--- src/hdl/glyph_alpha_blit_unit_macros.svh ---
// ----------------------------------------------------------------------------
// Glyph alpha blit: assertion macros
// Concurrent assertion wrappers, compiled out when SYNTH is defined.
// ----------------------------------------------------------------------------
`ifndef GLYPH_ALPHA_BLIT_UNIT_MACROS_SVH
`define GLYPH_ALPHA_BLIT_UNIT_MACROS_SVH

`ifndef SYNTH
`define GAB_ASSERT(lbl, ck, rs, prop) \
  lbl: assert property (@(posedge ck) disable iff (rs) prop) \
    else $error("glyph blit assertion failed");
`define GAB_ASSERT_ALWAYS(lbl, ck, prop) \
  lbl: assert property (@(posedge ck) prop) \
    else $error("glyph blit assertion failed");
`else
`define GAB_ASSERT(lbl, ck, rs, prop)
`define GAB_ASSERT_ALWAYS(lbl, ck, prop)
`endif

`endif

--- src/hdl/gab_pkg.sv ---
// ----------------------------------------------------------------------------
// Glyph alpha blit: package
// Widths, limits, codes and the types shared between the blit modules.
// ----------------------------------------------------------------------------
`timescale 1ns / 1ps
`default_nettype none

package gab_pkg;

  localparam int MAX_FRAME_WIDTH  = 4096;
  localparam int MAX_FRAME_HEIGHT = 4096;
  localparam int MAX_GLYPH_SIZE   = 256;

  localparam int COORD_W    = 13;  // signed origin
  localparam int GLYPH_W    = 9;
  localparam int FRAME_W    = 13;
  localparam int PITCH_W    = 14;
  localparam int ADDR_W     = 26;
  localparam int CH_W       = 8;
  localparam int BLEND_W    = 2 * CH_W;
  localparam int DX_W       = COORD_W + 1;
  localparam int X_W        = $clog2(MAX_FRAME_WIDTH);
  localparam int Y_W        = $clog2(MAX_FRAME_HEIGHT);
  localparam int X3_W       = X_W + 2;
  localparam int ROW_OFF_W  = Y_W + PITCH_W;
  localparam int ADDR_SUM_W = ROW_OFF_W + 1;

  localparam int CFG_IDX_W  = 2;
  localparam int CFG_DATA_W = 14;

  typedef enum logic [CFG_IDX_W-1:0] {
    REG_FRAME_WIDTH  = 2'd0,
    REG_FRAME_HEIGHT = 2'd1,
    REG_LINE_PITCH   = 2'd2,
    REG_UNUSED       = 2'd3
  } reg_idx_t;

  localparam logic MODE_HEADER = 1'b0;
  localparam logic MODE_ALPHA  = 1'b1;

  localparam logic [FRAME_W-1:0] FRAME_WIDTH_RST  = 13'd640;
  localparam logic [FRAME_W-1:0] FRAME_HEIGHT_RST = 13'd480;
  localparam logic [PITCH_W-1:0] LINE_PITCH_RST   = 14'd1920;

  typedef struct packed {
    logic [CH_W-1:0] r;
    logic [CH_W-1:0] g;
    logic [CH_W-1:0] b;
  } rgb_t;

  // in-frame pixel handed from the walker to the blend pipeline
  typedef struct packed {
    logic            valid;
    logic [X_W-1:0]  x;
    logic [Y_W-1:0]  y;
    rgb_t            fg;
    rgb_t            bg;
    logic [CH_W-1:0] alpha;
  } job_t;

endpackage

`default_nettype wire

--- src/hdl/gab_if.sv ---
// ----------------------------------------------------------------------------
// Glyph alpha blit: channel interfaces
// Valid/ready channels for glyph items in and pixel writes out.
// ----------------------------------------------------------------------------
`timescale 1ns / 1ps
`default_nettype none

interface gab_in_if import gab_pkg::*; ();
  logic                      valid;
  logic                      ready;
  logic                      mode;
  logic signed [COORD_W-1:0] origin_x;
  logic signed [COORD_W-1:0] origin_y;
  logic [GLYPH_W-1:0]        glyph_width;
  logic [GLYPH_W-1:0]        glyph_rows;
  logic [CH_W-1:0]           fg_red;
  logic [CH_W-1:0]           fg_green;
  logic [CH_W-1:0]           fg_blue;
  logic [CH_W-1:0]           bg_red;
  logic [CH_W-1:0]           bg_green;
  logic [CH_W-1:0]           bg_blue;
  logic [CH_W-1:0]           alpha;

  modport source (
    output valid, mode, origin_x, origin_y, glyph_width, glyph_rows,
           fg_red, fg_green, fg_blue, bg_red, bg_green, bg_blue, alpha,
    input  ready
  );
  modport sink (
    input  valid, mode, origin_x, origin_y, glyph_width, glyph_rows,
           fg_red, fg_green, fg_blue, bg_red, bg_green, bg_blue, alpha,
    output ready
  );
endinterface

interface gab_out_if import gab_pkg::*; ();
  logic              valid;
  logic              ready;
  logic [ADDR_W-1:0] byte_address;
  logic [CH_W-1:0]   red;
  logic [CH_W-1:0]   green;
  logic [CH_W-1:0]   blue;

  modport source (output valid, byte_address, red, green, blue, input ready);
  modport sink   (input valid, byte_address, red, green, blue, output ready);
endinterface

`default_nettype wire

--- src/hdl/gab_ctrl.sv ---
// ----------------------------------------------------------------------------
// Glyph alpha blit: glyph walker
// Latches glyph headers, steps the column/row counters per alpha byte,
// clips against the frame and registers in-frame pixels as jobs.
// ----------------------------------------------------------------------------
`timescale 1ns / 1ps
`default_nettype none

module gab_ctrl import gab_pkg::*; (
  input  wire logic               clk,
  input  wire logic               rst,
  gab_in_if.sink                  in_ch,
  input  wire logic [FRAME_W-1:0] frame_width,
  input  wire logic [FRAME_W-1:0] frame_height,
  input  wire logic               job_take,
  output job_t                    job
);

  logic signed [COORD_W-1:0] base_x;
  logic signed [COORD_W-1:0] base_y;
  logic [GLYPH_W-1:0]        width_latched;
  logic [GLYPH_W-1:0]        rows_latched;
  rgb_t                      fore_colour;
  rgb_t                      back_colour;
  logic [GLYPH_W-1:0]        col_counter;
  logic [GLYPH_W-1:0]        row_counter;

  logic                      job_valid;
  logic [X_W-1:0]            job_x;
  logic [Y_W-1:0]            job_y;
  rgb_t                      job_fg;
  rgb_t                      job_bg;
  logic [CH_W-1:0]           job_alpha;

  logic                      accept;
  logic                      active;
  logic                      hit;
  logic [GLYPH_W-1:0]        col_inc;
  logic [DX_W-1:0]           dx;
  logic [DX_W-1:0]           dy;
  logic [FRAME_W-1:0]        fw_sat;
  logic [FRAME_W-1:0]        fh_sat;
  logic [GLYPH_W-1:0]        width_sat;
  logic [GLYPH_W-1:0]        rows_sat;

  assign in_ch.ready = !job_valid || job_take;
  assign accept      = in_ch.valid && in_ch.ready;

  always_comb begin
    fw_sat = (frame_width > FRAME_W'(MAX_FRAME_WIDTH)) ?
             FRAME_W'(MAX_FRAME_WIDTH) : frame_width;
    fh_sat = (frame_height > FRAME_W'(MAX_FRAME_HEIGHT)) ?
             FRAME_W'(MAX_FRAME_HEIGHT) : frame_height;
    width_sat = (in_ch.glyph_width > GLYPH_W'(MAX_GLYPH_SIZE)) ?
                GLYPH_W'(MAX_GLYPH_SIZE) : in_ch.glyph_width;
    rows_sat  = (in_ch.glyph_rows > GLYPH_W'(MAX_GLYPH_SIZE)) ?
                GLYPH_W'(MAX_GLYPH_SIZE) : in_ch.glyph_rows;

    active  = (width_latched != '0) && (row_counter < rows_latched);
    col_inc = col_counter + GLYPH_W'(1);

    // signed origin plus unsigned counter, one bit wider
    dx = {base_x[COORD_W-1], base_x} + {{(DX_W-GLYPH_W){1'b0}}, col_counter};
    dy = {base_y[COORD_W-1], base_y} + {{(DX_W-GLYPH_W){1'b0}}, row_counter};

    hit = active
       && !dx[DX_W-1] && (dx < {{(DX_W-FRAME_W){1'b0}}, fw_sat})
       && !dy[DX_W-1] && (dy < {{(DX_W-FRAME_W){1'b0}}, fh_sat});
  end

  always_ff @(posedge clk) begin
    if (rst) begin
      base_x        <= '0;
      base_y        <= '0;
      width_latched <= '0;
      rows_latched  <= '0;
      fore_colour   <= '0;
      back_colour   <= '0;
      col_counter   <= '0;
      row_counter   <= '0;
    end else if (accept) begin
      if (in_ch.mode == MODE_HEADER) begin
        base_x        <= in_ch.origin_x;
        base_y        <= in_ch.origin_y;
        width_latched <= width_sat;
        rows_latched  <= rows_sat;
        fore_colour   <= '{in_ch.fg_red, in_ch.fg_green, in_ch.fg_blue};
        back_colour   <= '{in_ch.bg_red, in_ch.bg_green, in_ch.bg_blue};
        col_counter   <= '0;
        row_counter   <= '0;
      end else if (active) begin
        if (col_inc >= width_latched) begin
          col_counter <= '0;
          row_counter <= row_counter + GLYPH_W'(1);
        end else begin
          col_counter <= col_inc;
        end
      end
    end
  end

  always_ff @(posedge clk) begin
    if (rst) begin
      job_valid <= 1'b0;
    end else if (accept) begin
      job_valid <= (in_ch.mode == MODE_ALPHA) && hit;
    end else if (job_take) begin
      job_valid <= 1'b0;
    end
  end

  always_ff @(posedge clk) begin
    if (accept) begin
      job_x     <= dx[X_W-1:0];
      job_y     <= dy[Y_W-1:0];
      job_fg    <= fore_colour;
      job_bg    <= back_colour;
      job_alpha <= in_ch.alpha;
    end
  end

  assign job = '{job_valid, job_x, job_y, job_fg, job_bg, job_alpha};

endmodule

`default_nettype wire

--- src/hdl/gab_calc.sv ---
// ----------------------------------------------------------------------------
// Glyph alpha blit: address and blend pipeline
// Two register stages: products, then address sum and divide by 255.
// ----------------------------------------------------------------------------
`timescale 1ns / 1ps
`default_nettype none

module gab_calc import gab_pkg::*; (
  input  wire logic               clk,
  input  wire logic               rst,
  input  wire job_t               job,
  input  wire logic [PITCH_W-1:0] line_pitch,
  output logic                    job_take,
  gab_out_if.source               out_ch
);

  logic                  s2_valid;
  logic [ROW_OFF_W-1:0]  s2_row_off;
  logic [X3_W-1:0]       s2_x3;
  logic [BLEND_W-1:0]    s2_sum_r;
  logic [BLEND_W-1:0]    s2_sum_g;
  logic [BLEND_W-1:0]    s2_sum_b;

  logic                  out_valid;
  logic [ADDR_W-1:0]     out_addr;
  rgb_t                  out_rgb;

  logic                  take_out;
  logic                  s2_ready;
  logic [CH_W-1:0]       inv_alpha;
  logic [ROW_OFF_W-1:0]  row_off;
  logic [X3_W-1:0]       x3;
  logic [ADDR_SUM_W-1:0] addr_sum;

  function automatic logic [BLEND_W-1:0] blend_sum(
    input logic [CH_W-1:0] f,
    input logic [CH_W-1:0] b,
    input logic [CH_W-1:0] a,
    input logic [CH_W-1:0] na
  );
    logic [BLEND_W-1:0] pf;
    logic [BLEND_W-1:0] pb;
    pf = BLEND_W'(f) * BLEND_W'(a);
    pb = BLEND_W'(b) * BLEND_W'(na);
    return pf + pb;  // at most 255*255, no carry out
  endfunction

  // exact s/255 for s up to 255*255
  function automatic logic [CH_W-1:0] div255(input logic [BLEND_W-1:0] s);
    logic [BLEND_W:0] t;
    t = {1'b0, s} + (BLEND_W+1)'(1) + {{(CH_W+1){1'b0}}, s[BLEND_W-1:CH_W]};
    return t[BLEND_W-1:CH_W];
  endfunction

  assign take_out = !out_valid || out_ch.ready;
  assign s2_ready = !s2_valid || take_out;
  assign job_take = s2_ready;

  always_comb begin
    inv_alpha = ~job.alpha;
    row_off   = ROW_OFF_W'(job.y) * ROW_OFF_W'(line_pitch);
    x3        = {1'b0, job.x, 1'b0} + {2'b00, job.x};
    addr_sum  = {1'b0, s2_row_off} + {{(ADDR_SUM_W-X3_W){1'b0}}, s2_x3};
  end

  always_ff @(posedge clk) begin
    if (rst) begin
      s2_valid  <= 1'b0;
      out_valid <= 1'b0;
    end else begin
      if (s2_ready) begin
        s2_valid <= job.valid;
      end
      if (take_out) begin
        out_valid <= s2_valid;
      end
    end
  end

  always_ff @(posedge clk) begin
    if (s2_ready) begin
      s2_row_off <= row_off;
      s2_x3      <= x3;
      s2_sum_r   <= blend_sum(job.fg.r, job.bg.r, job.alpha, inv_alpha);
      s2_sum_g   <= blend_sum(job.fg.g, job.bg.g, job.alpha, inv_alpha);
      s2_sum_b   <= blend_sum(job.fg.b, job.bg.b, job.alpha, inv_alpha);
    end
    if (take_out) begin
      out_addr  <= addr_sum[ADDR_W-1:0];
      out_rgb.r <= div255(s2_sum_r);
      out_rgb.g <= div255(s2_sum_g);
      out_rgb.b <= div255(s2_sum_b);
    end
  end

  assign out_ch.valid        = out_valid;
  assign out_ch.byte_address = out_addr;
  assign out_ch.red          = out_rgb.r;
  assign out_ch.green        = out_rgb.g;
  assign out_ch.blue         = out_rgb.b;

endmodule

`default_nettype wire

--- src/hdl/glyph_alpha_blit_unit.sv ---
// ----------------------------------------------------------------------------
// Glyph alpha blit unit: top level
// Composites glyph coverage bytes into an RGB24 pitched framebuffer.
// ----------------------------------------------------------------------------
// Takes one transaction per clock, headers and alpha bytes alike, and keeps
// doing so while output is stalled until its three internal registers fill.
// A pixel write for each taken in-frame alpha byte passes through the walker
// register, the multiply register, then the address/divide result
// register. Headers, clipped pixels and alpha bytes past the end of the
// glyph produce no write. The frame size and pitch registers are written
// through the cfg port and must only change while nothing is in flight.
`timescale 1ns / 1ps
`default_nettype none

`include "glyph_alpha_blit_unit_macros.svh"

module glyph_alpha_blit_unit import gab_pkg::*; (
  input  wire logic                  clk,
  input  wire logic                  rst,
  input  wire logic                  cfg_we,
  input  wire logic [CFG_IDX_W-1:0]  cfg_index,
  input  wire logic [CFG_DATA_W-1:0] cfg_data,
  gab_in_if.sink                     in_ch,
  gab_out_if.source                  out_ch
);

  logic [FRAME_W-1:0] frame_width;
  logic [FRAME_W-1:0] frame_height;
  logic [PITCH_W-1:0] line_pitch;

  job_t               job;
  logic               job_take;

  always_ff @(posedge clk) begin
    if (rst) begin
      frame_width  <= FRAME_WIDTH_RST;
      frame_height <= FRAME_HEIGHT_RST;
      line_pitch   <= LINE_PITCH_RST;
    end else if (cfg_we) begin
      unique case (reg_idx_t'(cfg_index))
        REG_FRAME_WIDTH:  frame_width  <= cfg_data[FRAME_W-1:0];
        REG_FRAME_HEIGHT: frame_height <= cfg_data[FRAME_W-1:0];
        REG_LINE_PITCH:   line_pitch   <= cfg_data[PITCH_W-1:0];
        default: ;
      endcase
    end
  end

  gab_ctrl u_ctrl (
    .clk          (clk),
    .rst          (rst),
    .in_ch        (in_ch),
    .frame_width  (frame_width),
    .frame_height (frame_height),
    .job_take     (job_take),
    .job          (job)
  );

  gab_calc u_calc (
    .clk        (clk),
    .rst        (rst),
    .job        (job),
    .line_pitch (line_pitch),
    .job_take   (job_take),
    .out_ch     (out_ch)
  );

  // a stalled job stays put until the pipeline takes it
  `GAB_ASSERT(a_job_held, clk, rst, (job.valid && !job_take) |=> job.valid)
  // headers never turn into pixel jobs
  `GAB_ASSERT(a_hdr_no_job, clk, rst, (in_ch.valid && in_ch.ready && in_ch.mode == MODE_HEADER) |=> !job.valid)
  // input only back-pressures when a job is blocked
  `GAB_ASSERT(a_ready_cause, clk, rst, !in_ch.ready |-> (job.valid && !job_take))
  // no write is offered straight out of reset
  `GAB_ASSERT_ALWAYS(a_rst_quiet, clk, $past(rst) |-> !out_ch.valid)

endmodule

`default_nettype wire

--- src/flat_wrapper.sv ---
// flat-port wrapper written by rule: the top's interface ports become plain ports
module glyph_alpha_blit_unit_flat import gab_pkg::*;
  (clk, rst, cfg_we, cfg_index, cfg_data, in_ch_valid, in_ch_mode, in_ch_origin_x, in_ch_origin_y, in_ch_glyph_width, in_ch_glyph_rows, in_ch_fg_red, in_ch_fg_green, in_ch_fg_blue, in_ch_bg_red, in_ch_bg_green, in_ch_bg_blue, in_ch_alpha, in_ch_ready, out_ch_valid, out_ch_byte_address, out_ch_red, out_ch_green, out_ch_blue, out_ch_ready);
  gab_in_if in_ch_i ();
  gab_out_if out_ch_i ();
  input  wire logic clk;
  input  wire logic rst;
  input  wire logic cfg_we;
  input  wire logic [CFG_IDX_W-1:0] cfg_index;
  input  wire logic [CFG_DATA_W-1:0] cfg_data;
  input wire logic [$bits(in_ch_i.valid)-1:0] in_ch_valid;
  input wire logic [$bits(in_ch_i.mode)-1:0] in_ch_mode;
  input wire logic [$bits(in_ch_i.origin_x)-1:0] in_ch_origin_x;
  input wire logic [$bits(in_ch_i.origin_y)-1:0] in_ch_origin_y;
  input wire logic [$bits(in_ch_i.glyph_width)-1:0] in_ch_glyph_width;
  input wire logic [$bits(in_ch_i.glyph_rows)-1:0] in_ch_glyph_rows;
  input wire logic [$bits(in_ch_i.fg_red)-1:0] in_ch_fg_red;
  input wire logic [$bits(in_ch_i.fg_green)-1:0] in_ch_fg_green;
  input wire logic [$bits(in_ch_i.fg_blue)-1:0] in_ch_fg_blue;
  input wire logic [$bits(in_ch_i.bg_red)-1:0] in_ch_bg_red;
  input wire logic [$bits(in_ch_i.bg_green)-1:0] in_ch_bg_green;
  input wire logic [$bits(in_ch_i.bg_blue)-1:0] in_ch_bg_blue;
  input wire logic [$bits(in_ch_i.alpha)-1:0] in_ch_alpha;
  output wire logic [$bits(in_ch_i.ready)-1:0] in_ch_ready;
  output wire logic [$bits(out_ch_i.valid)-1:0] out_ch_valid;
  output wire logic [$bits(out_ch_i.byte_address)-1:0] out_ch_byte_address;
  output wire logic [$bits(out_ch_i.red)-1:0] out_ch_red;
  output wire logic [$bits(out_ch_i.green)-1:0] out_ch_green;
  output wire logic [$bits(out_ch_i.blue)-1:0] out_ch_blue;
  input wire logic [$bits(out_ch_i.ready)-1:0] out_ch_ready;
  assign in_ch_i.valid = in_ch_valid;
  assign in_ch_i.mode = in_ch_mode;
  assign in_ch_i.origin_x = in_ch_origin_x;
  assign in_ch_i.origin_y = in_ch_origin_y;
  assign in_ch_i.glyph_width = in_ch_glyph_width;
  assign in_ch_i.glyph_rows = in_ch_glyph_rows;
  assign in_ch_i.fg_red = in_ch_fg_red;
  assign in_ch_i.fg_green = in_ch_fg_green;
  assign in_ch_i.fg_blue = in_ch_fg_blue;
  assign in_ch_i.bg_red = in_ch_bg_red;
  assign in_ch_i.bg_green = in_ch_bg_green;
  assign in_ch_i.bg_blue = in_ch_bg_blue;
  assign in_ch_i.alpha = in_ch_alpha;
  assign in_ch_ready = in_ch_i.ready;
  assign out_ch_valid = out_ch_i.valid;
  assign out_ch_byte_address = out_ch_i.byte_address;
  assign out_ch_red = out_ch_i.red;
  assign out_ch_green = out_ch_i.green;
  assign out_ch_blue = out_ch_i.blue;
  assign out_ch_i.ready = out_ch_ready;
  glyph_alpha_blit_unit u_core (.clk(clk), .rst(rst), .cfg_we(cfg_we), .cfg_index(cfg_index), .cfg_data(cfg_data), .in_ch(in_ch_i), .out_ch(out_ch_i));
endmodule
--- config.mk ---
export PLATFORM = sky130hd
export DESIGN_NAME = glyph_alpha_blit_unit_flat
export DESIGN_NICKNAME = d
export VERILOG_FILES = /design/src/hdl/gab_pkg.sv /design/src/hdl/gab_if.sv /design/src/hdl/gab_ctrl.sv /design/src/hdl/gab_calc.sv /design/src/hdl/glyph_alpha_blit_unit.sv /design/src/flat_wrapper.sv
export VERILOG_INCLUDE_DIRS = /design/src /design/src/hdl
export SDC_FILE = /design/constraint.sdc
export NUM_CORES = 2
export LEC_CHECK = 0
export BUFFER_PORTS_ARGS = -buffer_cell sky130_fd_sc_hd__clkbuf_2
export CAP_MARGIN = 20
export CORE_UTILIZATION = 60
export DETAILED_ROUTE_END_ITERATION = 10
export PLACE_DENSITY = 0.78
export SYNTH_ARGS = -nofsm -noshare
export SYNTH_HDL_FRONTEND = slang
export SYNTH_HIERARCHICAL = 1
export SYNTH_SLANG_ARGS = --single-unit
--- constraint.sdc ---
create_clock -name clk -period 10.2 [get_ports clk]
set_clock_uncertainty 0.05 [all_clocks]
set_input_delay 2.04 -clock clk [delete_from_list [all_inputs] [get_ports clk]]
set_output_delay 2.04 -clock clk [all_outputs]
set_load 0.01 [all_outputs]
==> impl_results.md <==
- Status: complete, no violations
- CTS tree: yes
- Post-layout min period: 6280 ps
- CP Launch Type: flop
- Die ar.: slightly below 60000 µm²
- Gr usage total: 26.0%
- Detailed-route via count: 24.5k
- Top-area cell type share of the netlist area: 23.4%
- WL final: 75.6 mm
- Worst R2R Path Depth: 19
- Area leader, netlist: fa_1
- Crit Path Max Fanout: 30
- Most frequent cells in the layout: inv_1, nand2_1, fa_1
- Port bufs: between 150 and 200
- CP required: 10490 ps
- Max Cap Viol: 0
- DRT iter0 DRCs: between 1.5k and 2k
- Setup bufs post-CTS: 0
- Boundary pin count: 174
- Setup violators final: 0
- Placer Congestion: 0.892
- Top post-synthesis cells by area: fa_1, edfxtp_1, ha_1
- Hold Fails Final Rpt: 0
- First-pass GRT wire length: between 100 and 150 mm
- Nets@finish: ~4.6k
- Wire length per cell: 16.7 µm
- Grt met3 use: 4.93%
- # hold bufs at CTS: 0
- Yosys warns: 6
- Endpoint type of the worst setup path: flop
- Gr busiest metal: met2
- Setup CP Type: reg -> reg
- DR vias/cell: 5.41
- Pre-antenna DRT Iters: 6
- Die Ht: 244 µm
- Met2 usage: 43.5%
- Critical Path AT: 6570 ps
- Leakage: around 18 nW
- Peak supply drop: 0.252 mV
- Async set-reset flop share out of synthesis: 0%
- Initial antenna violation count: 14
- Gates resized, CTS repair: 0
- Clock Sinks: between 300 and 400
- Slew @ Worst Pin: ~1100 ps
- Fmax: 0.159 GHz
- Power density over cell area: ~230 nW/µm²
- Synthesized flop and latch total: 371
- GRT Residual Overflow: 0
- CTS buffer count: 43
- Ys flop type: edfxtp_1
- Final Cycle Share: 61.6%
- Post-synth EDFFs: 218
- Most common cell after layout, fill and taps aside: inv_1
- Finished Cell Area: ~38000 µm²
- Share of post-route cells with drive strength above 1: 7.65%
- RSZ-0062 raised after global routing: false
- Slew Limit Fails: 0
- Residual DRC count: 0
- Synthesized instance count: approximately 3.6k
- Flop-to-flop setup slack: 3920 ps
- Seq/Total Area, Yosys: 27.3%
- Synth-to-layout area growth: 8.73%
- Setup TNS: 0 ps
- Die W: 244 µm
- Clock buffer depth: 3
- CORE AREA: approximately 58000 µm²
- Hold Path Depth: 0
- Clock root cell: clkbuf_16
- Netlist cell types: 76
- FILL cells: 4581
- Post-route ant nets: 0
- Worst Hold Class: reg -> reg
- Met1 Use GR: 34.0%
- Post-Syn Area: 35200 µm²
- Worst skew pair latency: 600 ps
- H-tree levels: 2
- Starting Density: between 60% and 70%
- Max_slew headroom: 29.0%
- Site row count: 88
- CTS clk-pin slew, worst paths: 60 ps
- Largest net degree at the start of global routing: 99
- Placed inst area: roughly 37000 µm²
- Syn Area/Cell: 9.77 µm²
- Placed wire-length estimate: between 50 and 60 mm
- Number of global-route vias before repair: 25.0k
==> synthesized netlist by cell type, types with 4 or more instances <==
cell type  number
ha_1          359
buf_2           6
edfxtp_1      218
a21oi_1       173
a211oi_1       18
nor2_1         92
or2_2           5
or3_1          14
nand2b_1      103
o21a_1         26
xor2_1         44
o21ai_0        54
o21ai_1         4
nor3_1         20
inv_1         620
and3_1         17
or4_1           7
nand2_1       436
nor2b_1       156
a21o_1         37
nand3_1        35
clkbuf_1      111
dfxtp_1       153
a32o_1          6
nor4_1          7
nor3b_1         8
o31ai_1         8
nand3b_1       20
nand4_1        16
o2111ai_1       7
fa_1          412
mux2i_1        45
and2_1        180
a31oi_1        14
xnor2_1        95
o21bai_1        8
o211ai_1        6
==> report_power, final <==
group	leakage [nW]	switching (mW)	internal, mW
clock network	0.727	0.660	0.977
logic	14.0	2.67	2.09
registers	3.56	0.204	2.12
total	18.3	3.53	5.19
==> layout make-up <==
cell class                 count  area, µm²  area share [%]
antenna                        3       7.51          0.0196
tap                          765        957            2.50
clock inverter                23        327           0.853
sequential                   371       9610            25.1
clock buffer                  57       1180            3.08
inverter                     620       2330            6.08
multi-input combinational   2493      22800            59.7
timing repair buffer         190       1030            2.69
==> path summary, 6_finish.rpt <==
check	start	endpoint
worst max register to register	u_core/u_ctrl/job_alpha[0]	u_core/u_calc/s2_sum_r[15]
worst min-delay path	u_core/u_ctrl/fore_colour[22]	u_core/u_ctrl/job[54]
worst min register to register	u_core/u_ctrl/fore_colour[22]	u_core/u_ctrl/job[54]
worst max-delay path	u_core/u_ctrl/job_alpha[0]	u_core/u_calc/s2_sum_r[15]
==> worst max-delay path: stages, from the launching register on <==
cell and delay, ps:
edfxtp_1 690, buf_4 430, nand2b_1 180, fa_1 450
fa_1 510, inv_1 50, fa_1 440, fa_1 480
fa_1 490, inv_1 50, fa_1 470, inv_1 40
ha_1 330, a21o_1 190, a21o_1 170, a21o_1 190
a2111oi_2 390, o31ai_1 130, a21oi_1 180, xnor2_1 90
==> registers in the layout (all words and copies together), names as in the netlist, 12 cells and up <==
register,count
u_core/frame_height,13
u_core/u_calc/out_ch.byte_address,26
u_core/u_ctrl/base_x,13
u_core/u_calc/s2_sum_b,16
u_core/u_calc/s2_sum_g,16
u_core/u_ctrl/base_y,13
u_core/u_ctrl/job_x,12
u_core/u_ctrl/back_colour,24
u_core/line_pitch,14
u_core/u_ctrl/job_y,12
u_core/u_calc/s2_sum_r,16
u_core/u_calc/s2_row_off,26
u_core/u_ctrl/fore_colour,24
u_core/frame_width,13
u_core/u_calc/s2_x3,14
u_core/u_ctrl/job,48
==> metrics by stage <==
stage	power (mW)	utilization (%)	hold WS, ps	std cells	setup WS [ps]
floorplan	6.00	-	358	3603	1770
CTS	8.79	66.1	377	4517	3910
global placement	6.95	63.5	361	4437	4030
finish	8.72	66.2	379	4522	3920
detailed placement	7.11	63.5	365	4437	3920
global route	9.54	66.2	381	4520	3590
==> per-layer routing <==
layer / up-vias / share of wire (%)
li1: 11800 / -
met1: 12000 / 43
met2: 578 / 48
met3: 132 / 5.9
met4: 20 / 2.8
met5: - / 0.18
==> kinds of logic after synthesis <==
kind of cell | Yosys count | share of synthesized area [%]
and+or+nand+nor | 1128 | 16.3
adders and majority gates | 771 | 36.2
buffers and inverters | 739 | 7.93
AOI/OAI and AO/OA | 404 | 7.39
DFF | 371 | 27.3
xor gates and xnor gates | 139 | 3.46
muxes | 48 | 1.38
other | 1 | 0.0107
(Power assumes the default switching activity.)
